## src/rtl/core/lal_pkg.sv

```systemverilog
// Shared package for the lux average eclipse logger: payload types, codes,
// controller/datapath command and status structs, and the build-time lux ROM.
// No dependencies.
package lal_pkg;

  // Configuration of the block
  localparam int Window     = 10;
  localparam int LogDepth   = 50;
  localparam int LuxWidth   = 24;
  localparam int RawWidth   = 12;
  localparam int RomDepth   = 1 << RawWidth;
  localparam int MeanWidth  = 31;
  localparam int CountWidth = 9;
  localparam int CfgWidth   = 24;

  localparam logic [LuxWidth-1:0] LuxMax = '1;

  // Command and result kind codes
  localparam logic CmdSample   = 1'b0;
  localparam logic CmdDump     = 1'b1;
  localparam logic KindSample  = 1'b0;
  localparam logic KindSummary = 1'b1;

  typedef struct packed {
    logic                command;
    logic [RawWidth-1:0] raw_sample;
  } lal_in_t;

  typedef struct packed {
    logic                  result_kind;
    logic [LuxWidth-1:0]   average_lux;
    logic                  eclipse_warning;
    logic [LuxWidth-1:0]   log_minimum;
    logic [LuxWidth-1:0]   log_maximum;
    logic [MeanWidth-1:0]  log_mean_hundredths;
    logic [CountWidth-1:0] log_count;
  } lal_out_t;

  // Controller to datapath
  typedef struct packed {
    logic load_in;     // input transfer this cycle
    logic win_upd;     // replace oldest window entry
    logic mul_go;      // total times reciprocal
    logic avg_fix;     // correct quotient, write log ring
    logic out_avg;     // load sample result
    logic scan_issue;  // read next ring entry
    logic mean_load;   // ring sum times reciprocal of the depth
    logic div_step;    // mean quotient correction, then scaling
    logic out_sum;     // load summary result
  } lal_cmd_t;

  // Datapath to controller
  typedef struct packed {
    logic is_dump;
    logic prefill_full;
    logic scan_last;
    logic div_last;
    logic out_free;
  } lal_sts_t;

  typedef logic [RomDepth-1:0][LuxWidth-1:0] lux_rom_t;

  // Exact lux: largest L with L^7 * (2000*raw)^10 <= (50119*(4095-raw))^10
  function automatic logic [LuxWidth-1:0] lux_of(input longint unsigned raw);
    logic [511:0]    num;
    logic [511:0]    den;
    logic [511:0]    t;
    longint unsigned lo;
    longint unsigned hi;
    longint unsigned mid;
    longint unsigned a;
    longint unsigned b;
    a   = 64'd50119 * (longint'(RomDepth - 1) - raw);
    b   = 64'd2000 * raw;
    num = 512'd1;
    den = 512'd1;
    for (int i = 0; i < 10; i++) begin
      num = num * 512'(a);
      den = den * 512'(b);
    end
    lo = 0;
    hi = longint'(LuxMax);
    while (lo < hi) begin
      mid = lo + ((hi - lo + 1) >> 1);
      t   = den;
      for (int k = 0; k < 7; k++) begin
        t = t * 512'(mid);
      end
      if (t <= num) begin
        lo = mid;
      end else begin
        hi = mid - 1;
      end
    end
    return LuxWidth'(lo);
  endfunction

  function automatic lux_rom_t build_lux_rom();
    lux_rom_t rom;
    for (int r = 0; r < RomDepth; r++) begin
      rom[r] = lux_of(longint'(r));
    end
    return rom;
  endfunction

endpackage

```

## src/rtl/core/lal_ctrl.sv

```systemverilog
// Sequencer for the lux average eclipse logger.
// Drives the datapath command struct from its status; depends on lal_pkg.
module lal_ctrl import lal_pkg::*; (
  input  logic     clk,
  input  logic     rst_n,
  input  logic     in_valid,
  input  lal_sts_t sts,
  output lal_cmd_t cmd,
  output logic     in_stall
);

  typedef enum logic [3:0] {
    ST_IDLE,
    ST_WIN,
    ST_MUL,
    ST_FIX,
    ST_OUT_AVG,
    ST_SCAN,
    ST_DRAIN,
    ST_SCALE,
    ST_DIV,
    ST_OUT_SUM
  } state_t;

  state_t state_r;
  state_t state_nxt;

  // Next state and command decode
  always_comb begin
    state_nxt = state_r;
    cmd       = '0;
    unique case (state_r)
      ST_IDLE: begin
        if (in_valid) begin
          cmd.load_in = 1'b1;
          state_nxt   = sts.is_dump ? ST_SCAN : ST_WIN;
        end
      end
      ST_WIN: begin
        cmd.win_upd = 1'b1;
        state_nxt   = sts.prefill_full ? ST_MUL : ST_IDLE;
      end
      ST_MUL: begin
        cmd.mul_go = 1'b1;
        state_nxt  = ST_FIX;
      end
      ST_FIX: begin
        cmd.avg_fix = 1'b1;
        state_nxt   = ST_OUT_AVG;
      end
      ST_OUT_AVG: begin
        if (sts.out_free) begin
          cmd.out_avg = 1'b1;
          state_nxt   = ST_IDLE;
        end
      end
      ST_SCAN: begin
        cmd.scan_issue = 1'b1;
        if (sts.scan_last) begin
          state_nxt = ST_DRAIN;
        end
      end
      ST_DRAIN: begin
        state_nxt = ST_SCALE;
      end
      ST_SCALE: begin
        cmd.mean_load = 1'b1;
        state_nxt     = ST_DIV;
      end
      ST_DIV: begin
        cmd.div_step = 1'b1;
        if (sts.div_last) begin
          state_nxt = ST_OUT_SUM;
        end
      end
      ST_OUT_SUM: begin
        if (sts.out_free) begin
          cmd.out_sum = 1'b1;
          state_nxt   = ST_IDLE;
        end
      end
      default: begin
        state_nxt = ST_IDLE;
      end
    endcase
  end

  always_ff @(posedge clk) begin
    if (!rst_n) begin
      state_r <= ST_IDLE;
    end else begin
      state_r <= state_nxt;
    end
  end

  assign in_stall = (state_r != ST_IDLE);

endmodule

```

## config.mk

```make
export PLATFORM = sky130hd
export DESIGN_NAME = lal_ctrl
export DESIGN_NICKNAME = d
export VERILOG_FILES = /design/src/rtl/core/lal_pkg.sv /design/src/rtl/core/lal_ctrl.sv
export SDC_FILE = /design/constraint.sdc
export NUM_CORES = 1
export LEC_CHECK = 0
export ABC_AREA = 0
export ABC_CLOCK_PERIOD_IN_PS = 1120
export BUFFER_PORTS_ARGS = -buffer_cell sky130_fd_sc_hd__buf_4
export CORE_AREA = 2 2 39 41
export CTS_CLUSTER_DIAMETER = 200
export DETAILED_ROUTE_END_ITERATION = 10
export DIE_AREA = 0 0 41 43
export GPL_ROUTABILITY_DRIVEN = 0
export GPL_TIMING_DRIVEN = 0
export PLACE_DENSITY = 0.66
export RECOVER_POWER = 25
export SYNTH_ARGS = -nofsm -noshare
export SYNTH_HDL_FRONTEND = slang
export SYNTH_SLANG_ARGS = --single-unit
```

## constraint.sdc

```tcl
create_clock -name clk -period 1.12 [get_ports clk]
set_input_delay 0.112 -clock clk [delete_from_list [all_inputs] [get_ports clk]]
set_output_delay 0.112 -clock clk [all_outputs]
set_load 0.01 [all_outputs]
```

==> metrics.cfg, run 1 <==
[worst_hold_path]
hp-class = in -> reg

[drt]
viasPerCell = 4.898
drt_iter0_markers = 5
vias = 480
wire_per_inst_um = 11.72
drc_errors = 0
postRouteAntennaNets = 0
wirelength_um = 1149
first_pass_iters = 4

[power_and_ir_drop]
p_leak_nw = 0.3308
fin_total_pwr_mw = 0.7458
max-vdd-ir-drop_uv = 591.2
p_per_area_mw_per_mm2 = 964.6

[critical_path]
cp_max_fo = 6
cp.required_ns = 1.27
worstSetupPathType = reg -> reg
startpoint_type = register
crit_path_end_kind = register
critPathArrivalTime_ns = 1.45

[run]
cap_violations = 0

[clock_network]
clock_latency_ns = 0.23
cts_hold_buf = 0
cts_tree = yes
htreeDepth = 1
clockRootBuffer = clkbuf_4
clk_pin_slew_ns = 0.04
clockBufferDepth = 2
cts_made_buffers = 3
numClockSinks = 4

[timing]
hold_slack_ns = 0.1770
hold_viol = 0
tightest_slew_ns = 0.2297
setup_viol = 14
slew_violations = 0
max_freq_mhz = 772.9
relSlewSlack = 0.8466
fin_skew_ns = 0.001597
finalSetupTns_ns = -1.777
finalCriticalPeriod_ns = 1.294
finalCritPeriodShare = 1.155
worst_slack_ns = -0.1738
rsz0062_at_grt = yes

[grt]
grtUsageTotal = 0.1494
grt_pass1_vias = 435
grt_antenna_before_repair = 0
grt-ovfl-total = 0
grt_max_degree = 11
grt_pass1_wl_um = 1780

[logic_synthesis]
avgSynthCellArea_um2 = 7.579
yosys_warnings = 0
ys_types = 24
synth_area_um2 = 394.1
synth_cells = 52
yosysSeqAreaShare = 0.2032
syn_nets = 60
synth-seq-cells = 4

[layout]
largest_reg_flops = 4
largest_register = state_r
fill_cells = 134
drive_gt1_frac = 0.6341
final_nets = 92
post-route-util = 0.5588
fin_area_um2 = 773.2
antennaDiodeCount = 0
stdcell_count = 98
top_regs = state_r: 4 flops
area_growth_syn_to_layout_pct = 96.19

[placed_design]
dp_cells = 85
post_dp_cell_area_um2 = 559.3
dp_slack_ns = -0.1996
portBuffers = 17
hpwlAfterDp_um = 773

[die]
core_area_mm2 = 0.001384
die_w_um = 41
initial_core_util = 0.2848
io_pins = 18
core.rowCount = 14
chipHeight_um = 43
die_area_mm2 = 0.001763

[outcome]
status = complete, but fails checks
violations = setup timing

## cell usage in the layout, fill, tap and decap left out, types with 2 or more instances in the layout
cell      count
and4_1        2
buf_4        24
buf_6         4
buf_8         3
clkbuf_4      3
dfxtp_4       3
mux2i_1       4
nand2_1       6
nand2b_4      3
nand4b_1      2
nor2_1        5
nor2_4        4
nor3_2        2
## final timing paths
path	from	end	slack (ns)	depth (start not counted)
min	rst_n	state_r[3]	0.18	3
max	state_r[2]	state_r[2]	-0.17	4
max reg2reg	state_r[2]	state_r[2]	-0.17	4
min reg2reg	state_r[2]	state_r[2]	0.70	3
## routing by layer
layer / part of all wire / global-route usage / vias to the layer above
li1: - / - / 247
met1: 0.42 / 0.1795 / 222
met2: 0.53 / 0.2281 / 11
met3: 0.042 / 0.07853 / 0
met4: 0 / 0.03333 / 0
met5: 0 / 0 / -
## logic make-up (layout without fill, tap and decap cells)
group	Yosys count	count (layout)	synth area share
flip-flops	4	4	0.2032
multiplexers	4	4	0.1016
buffers and inverters	5	35	0.06031
AND/OR/NAND/NOR	32	32	0.4889
AO/OA/AOI/OAI	7	7	0.1460
## critical path, cell delays in order, from the launching register on
cell,delay (ns)
dfxtp_2,0.34
nand2b_4,0.13
o32a_1,0.32
o21ai_4,0.22
mux2i_1,0.21
## layout make-up
type / count / area, µm² / area share
Buffer: 4 / 52.55 / 0.06796
Clock buffer: 3 / 22.52 / 0.02913
Inverter: 1 / 6.256 / 0.008091
Multi-Input combinational cell: 43 / 361.6 / 0.4676
Sequential cell: 4 / 92.59 / 0.1197
Tap cell: 16 / 20.02 / 0.02589
Timing Repair Buffer: 27 / 217.7 / 0.2816
## cells in the mapped netlist (all sizes together)
cell type / instances / area share
o32a: 1 / 0.025
nand3b: 1 / 0.019
nor2: 9 / 0.086
inv: 1 / 0.0095
nand2: 6 / 0.057
nor3: 2 / 0.025
dfxtp: 4 / 0.20
buf: 4 / 0.051
or2b: 1 / 0.019
nand2b: 3 / 0.048
nor4b: 2 / 0.076
o31ai: 1 / 0.019
nor3b: 1 / 0.019
and3: 1 / 0.016
mux2i: 4 / 0.10
and3b: 1 / 0.022
nand3: 1 / 0.013
nand4b: 2 / 0.044
a21oi: 1 / 0.013
o21ai: 4 / 0.089
and4: 2 / 0.044
## where the power goes
part	internal (mW)	switching (mW)
sequential	0.160	0.0245
combinational	0.208	0.179
clock	0.120	0.0545
total	0.487	0.258
## repair_timing
action                     4_1_cts  5_1_grt
setup endpoints to repair       14       14
gates resized for setup         31        3
cloned                           0        0
pin swaps                        4        1
buffers inserted                 9        1
Power figures use the tool's default switching activity.
==> run 2: changes to the inputs <==
--- a/config.mk
+++ b/config.mk
@@ -5,8 +5,8 @@
 export SDC_FILE = /design/constraint.sdc
 export NUM_CORES = 1
 export LEC_CHECK = 0
-export ABC_AREA = 0
-export ABC_CLOCK_PERIOD_IN_PS = 1120
+export ABC_AREA = 1
+export ABC_CLOCK_PERIOD_IN_PS = 1300
 export BUFFER_PORTS_ARGS = -buffer_cell sky130_fd_sc_hd__buf_4
 export CORE_AREA = 2 2 39 41
 export CTS_CLUSTER_DIAMETER = 200
@@ -14,8 +14,9 @@
 export DIE_AREA = 0 0 41 43
 export GPL_ROUTABILITY_DRIVEN = 0
 export GPL_TIMING_DRIVEN = 0
-export PLACE_DENSITY = 0.66
+export PLACE_DENSITY = 0.61
 export RECOVER_POWER = 25
+export SLEW_MARGIN = 0
 export SYNTH_ARGS = -nofsm -noshare
 export SYNTH_HDL_FRONTEND = slang
 export SYNTH_SLANG_ARGS = --single-unit
==> constraint.sdc (replaced) <==
create_clock -name clk -period 1.3 [get_ports clk]
set_input_delay 0.13 -clock clk [delete_from_list [all_inputs] [get_ports clk]]
set_output_delay 0.13 -clock clk [all_outputs]
set_load 0.01 [all_outputs]
==> run 2 against run 1 <==
The run now ends clean. Routed wire length shrank 22%. Critical path type is now reg -> out. Clock skew is essentially flat. Critical endpoint is now cmd[0]. Sequential power grew 42%. Synthesized cell count grew 27%. Highest routed layer unchanged. Utilization shrank 15 points. Flip-flop and latch count is the same. Die area is the same. Register-to-register slack gained 0.30 ns.
==> metrics.cfg, run 2 <==
[layout]
area_growth_syn_to_layout_pct = 60.56
antennaDiodeCount = 0
final_cell_mix = buf_4 (17), nand2_1 (16), nor2_1 (12)
drive_gt1_frac = 0.4205
post-route-util = 0.4123
final_common_cell = buf_4
final_nets = 98
fin_area_um2 = 570.5
top_regs = state_r: 4 flops
largest_register = state_r
largest_reg_flops = 4

[critical_path]
startpoint_type = register
path_cells = inv_2 -> nor2_1 -> nand2_1 -> nor2_1 -> buf_4
crit_path_end_kind = output pin
cp.required_ns = 1.17
cp_max_fo = 6
cpMaxStageDelayCell = dfxtp_4
path_common_cell = nor2_1
worstSetupPathType = reg -> out
critPathArrivalTime_ns = 1.09
slowest_delay_ns = 0.38

[drt]
first_pass_iters = 2
viasPerCell = 4.413
postRouteAntennaNets = 0
drc_errors = 0
vias = 459
drt_iter0_markers = 1
wire_per_inst_um = 8.596
wirelength_um = 894

[timing]
setup_viol = 0
worst_slack_ns = 0.07591
hold_viol = 0
max_freq_mhz = 816.9
finalCritPeriodShare = 0.9416
fin_skew_ns = 0.001275
relSlewSlack = 0.8491
finalCriticalPeriod_ns = 1.224
tightest_slew_ns = 0.2251
slew_violations = 0

[clock_network]
clockRootBuffer = clkbuf_4
clockBufferDepth = 2
htreeDepth = 1
clk_pin_slew_ns = 0.03
numClockSinks = 4
cts_hold_buf = 0
cts_made_buffers = 3
clock_latency_ns = 0.23
cts_tree = yes

[logic_synthesis]
synthTopCellsByArea = dfxtp_1 (23%), nand2_1 (18%), nor2_1 (13%)
synth_common_cells = nand2_1 (17), nor2_1 (12), inv_1 (11)
avgSynthCellArea_um2 = 5.384
synth_most_common_cell = nand2_1
yosysSeqAreaShare = 0.2254
ys_types = 14
synth_area_um2 = 355.3
synth_ff_type = dfxtp_1
synth_cells = 66
yosys.area.top_type = dfxtp_1
syn_nets = 74
synth_edf_count = 0
synth-async-reset-ratio = 0
yosys_warnings = 0
synth-seq-cells = 4
synth_top_area_frac = 0.2254

[grt]
grt_antenna_before_repair = 0
top_usage_layer = met2
use_met1 = 0.1246
grt_max_degree = 7
grt_pass1_wl_um = 1428
grt_util_met3 = 0.01571
grt_util_met2 = 0.1969
grt_pass1_vias = 418
grtUsageTotal = 0.1172
grt-ovfl-total = 0

[placed_design]
hpwlAfterDp_um = 737.1
dp_slack_ns = 0.06396
post_dp_cell_area_um2 = 503.0
portBuffers = 17

[power_and_ir_drop]
p_leak_nw = 0.3223
max-vdd-ir-drop_uv = 713.2
p_per_area_mw_per_mm2 = 1957

[die]
io_pins = 18
initial_core_util = 0.2568
core_area_mm2 = 0.001384
core.rowCount = 14
die_w_um = 41
die_area_mm2 = 0.001763
chipHeight_um = 43

[run]
cap_violations = 0

[outcome]
status = completed

[worst_hold_path]
hp-class = in -> reg

run 2: changes by cell type after synthesis, moves of 3 or more:
cell,previous run,this run
inv_1,1,11
nand2b_1,3,0
inv_2,0,4
mux2i_1,4,0
nand3_1,1,4
nor2_1,9,12
nand2_1,6,17
nor2_2,0,4
buf_2,4,0
run 2: cell type report:
class,count,area [µm²]
flip-flops and latches,4,95.09
fillers,166,813.3
multi-input cells,47,236.5
clock buffers,3,22.52
repair buffers,19,135.1
well taps,16,20.02
inverters,15,61.31
run 2: what timing repair did:
item / CTS / global route
endpoints found under the setup margin: 4 / 9
resized for setup: 5 / 9
setup buffers: 1 / 1
pin swaps: 2 / 1
run 2: worst max-delay path: cells and delay by family (launching register included):
family,cells,cell delay (ns)
flip-flops,1,0.38
AND/OR/NAND/NOR,3,0.31
buffers and inverters,2,0.16
run 2: metrics by stage:
stage | hold slack (ns) | TNS, ns | total power [mW] | std cells
after floorplan | 0.2504 | 0 | 0.6418 | 66
after global placement | 0.3700 | 0 | 0.8479 | 99
after detailed placement | 0.3796 | 0 | 0.8511 | 99
after CTS | 0.1335 | -0.002670 | 1.072 | 103
after global routing | 0.1498 | -0.001210 | 1.223 | 104
final | 0.1404 | 0 | 1.117 | 104
run 2: logic make-up after synthesis:
kind of cell,after synthesis,synth area share
compound gates,4,0.07396
buf+inv,15,0.1584
simple gates,43,0.5422
flops,4,0.2254
run 2: power breakdown:
part	internal, mW	switching (mW)
clock network	0.103	0.0421
registers	0.185	0.0765
logic	0.316	0.394
run 2: worst paths after layout:
path,slack [ns],from,endpoint,depth (start not counted)
worst max register to register,0.13,state_r[2],state_r[2],9
worst min-delay path,0.14,rst_n,state_r[0],3
worst min register to register,0.54,state_r[3],state_r[3],2
worst max-delay path,0.08,state_r[0],cmd[0],5
run 2: metal layers:
layer / part of all wire / wire (µm) / vias to the layer above
met3: 0.045 / 40 / 0
li1: - / - / 247
met1: 0.40 / 362 / 203
met2: 0.55 / 492 / 9
met4: 0 / 0 / 0
met5: 0 / 0 / -
==> run 3: changes to the inputs <==
--- a/config.mk
+++ b/config.mk
@@ -16,6 +16,7 @@
 export GPL_TIMING_DRIVEN = 0
 export PLACE_DENSITY = 0.61
 export RECOVER_POWER = 25
+export REMOVE_ABC_BUFFERS = 1
 export SLEW_MARGIN = 0
 export SYNTH_ARGS = -nofsm -noshare
 export SYNTH_HDL_FRONTEND = slang
==> constraint.sdc (replaced) <==
create_clock -name clk -period 1.3 [get_ports clk]
set_input_delay 0 -clock clk [delete_from_list [all_inputs] [get_ports clk]]
set_output_delay 0 -clock clk [all_outputs]
set_load 0.01 [all_outputs]
==> run 3 against run 2 <==
Clock skew hardly changed. Maximum frequency grew 3.8%. Routed wire length down 4.0%. Design area decreased by 7.0%. Die area unchanged. Combinational power fell by 14%. Clock power is essentially flat. Power decreased by 10%. Utilization shrank 2.9 points. Flip-flop and latch count unchanged. Count of clock-buffer cells in the layout is the same. Critical endpoint is now cmd[8]. Largest power group unchanged. Highest routed layer unchanged.
==> metrics.cfg, run 3 (synthesized netlist as in run 2, its figures left out) <==
[layout]
final_nets = 96
largest_reg_flops = 4
post-route-util = 0.3834
drive_gt1_frac = 0.3721
top_regs = state_r: 4 flops
final_cell_mix = nand2_1 (17), buf_4 (14), nor2_1 (12)
stdcell_count = 102
final_common_cell = nand2_1
largest_register = state_r
fin_area_um2 = 530.5
area_growth_syn_to_layout_pct = 49.30
antennaDiodeCount = 0

[timing]
rsz0062_at_grt = no
max_freq_mhz = 848.0
worst_slack_ns = 0.1207
finalCritPeriodShare = 0.9071
tightest_slew_ns = 0.2208
hold_viol = 0
relSlewSlack = 0.8519
slew_violations = 0
fin_skew_ns = 0.0008361
hold_slack_ns = 0.01020
finalSetupTns_ns = 0
setup_viol = 0
finalCriticalPeriod_ns = 1.179

[critical_path]
startpoint_type = register
cp_max_fo = 6
cp.required_ns = 1.30
critPathArrivalTime_ns = 1.18
cp-startpoint = state_r[0]
worstSetupPathType = reg -> out
crit_path_end_kind = output pin
r2r_start = state_r[0]

[clock_network]
clockBufferDepth = 2
clock_latency_ns = 0.23
clk_pin_slew_ns = 0.03
clockRootBuffer = clkbuf_4
cts_hold_buf = 0
htreeDepth = 1
cts_made_buffers = 3
cts_tree = yes
numClockSinks = 4

[grt]
grtUsageTotal = 0.1152
grt-ovfl-total = 0
grt_antenna_before_repair = 0
use_met1 = 0.1278
grt_max_degree = 7
grt_util_met3 = 0.01571
grt_pass1_wl_um = 1400
grt_util_met2 = 0.1875
top_usage_layer = met2
grt_pass1_vias = 408

[power_and_ir_drop]
p_comb_frac = 0.609
p_leak_nw = 0.3044
fin_total_pwr_mw = 1.001
internal-power_mw = 0.5227
swShare = 0.4777
clkPwrFrac = 0.145
max-vdd-ir-drop_uv = 703.8
switching_power_mw = 0.4782
p_seq_frac = 0.245
p_per_area_mw_per_mm2 = 1887

[drt]
drt_iter0_markers = 2
postRouteAntennaNets = 0
drc_errors = 0
wirelength_um = 858
viasPerCell = 4.382
wire_per_inst_um = 8.412
vias = 447
first_pass_iters = 2

[die]
io_pins = 18
core.rowCount = 14
die_w_um = 41
initial_core_util = 0.2568
chipHeight_um = 43
core_area_mm2 = 0.001384
die_area_mm2 = 0.001763

[placed_design]
dp_cells = 99
dp_slack_ns = 0.06396
post_dp_cell_area_um2 = 503.0
hpwlAfterDp_um = 737.1
portBuffers = 17

[worst_hold_path]
min_from = rst_n
hp-class = in -> reg

[outcome]
status = completed

[run]
cap_violations = 0

run 3: changes by cell type in the layout (fill, tap and decap cells not counted):
cell and change:
nor2_4 -1, nand2_2 -1, nor2_2 +1, buf_4 -3, dfxtp_2 +2, clkbuf_1 +1, dfxtp_4 -3, nand2_1 +1
inv_2 +2, dfxtp_1 +1, inv_4 -2
run 3: worst paths after layout:
kind	end	slack [ns]	cells after the start
setup reg to reg	state_r[2]	0.13	9
hold reg to reg	state_r[3]	0.52	2
hold / removal	state_r[0]	0.01	3
setup / recovery	cmd[8]	0.12	6
run 3: power by group through the flow:
stage               combinational [mW]  clock (mW)  sequential, mW
detailed placement               0.625           0           0.226
CTS                              0.627       0.156           0.224
floorplan                        0.428           0           0.214
global placement                 0.622           0           0.226
finish                           0.610       0.145           0.246
global route                     0.695       0.161           0.254
run 3: layout make-up:
| cell class | count | area, µm² |
|---|---|---|
| Clock buffer | 3 | 22.52 |
| Fill cell | 169 | 853.3 |
| Inverter | 15 | 56.30 |
| Multi-Input combinational cell | 47 | 229.0 |
| Sequential cell | 4 | 86.33 |
| Tap cell | 16 | 20.02 |
| Timing Repair Buffer | 17 | 116.4 |
run 3: worst max-delay path, cell delays in order, from the launching register on:
cell     delay [ns]
dfxtp_4        0.36
nor2_4         0.14
inv_2          0.06
nor2_2         0.12
inv_1          0.07
nor2_1         0.08
buf_4          0.12
run 3: repair_timing:
| item | 4_1_cts | 5_1_grt |
|---|---|---|
| endpoints found under the setup margin | 0 | 5 |
| gates resized for setup | 0 | 6 |
| buffers inserted | 0 | 0 |
run 3: layer usage:
metal  share of wire  vias up
met5               0        -
met4               0        0
met3           0.044        0
met2            0.53        9
met1            0.42      194
li1                -      244
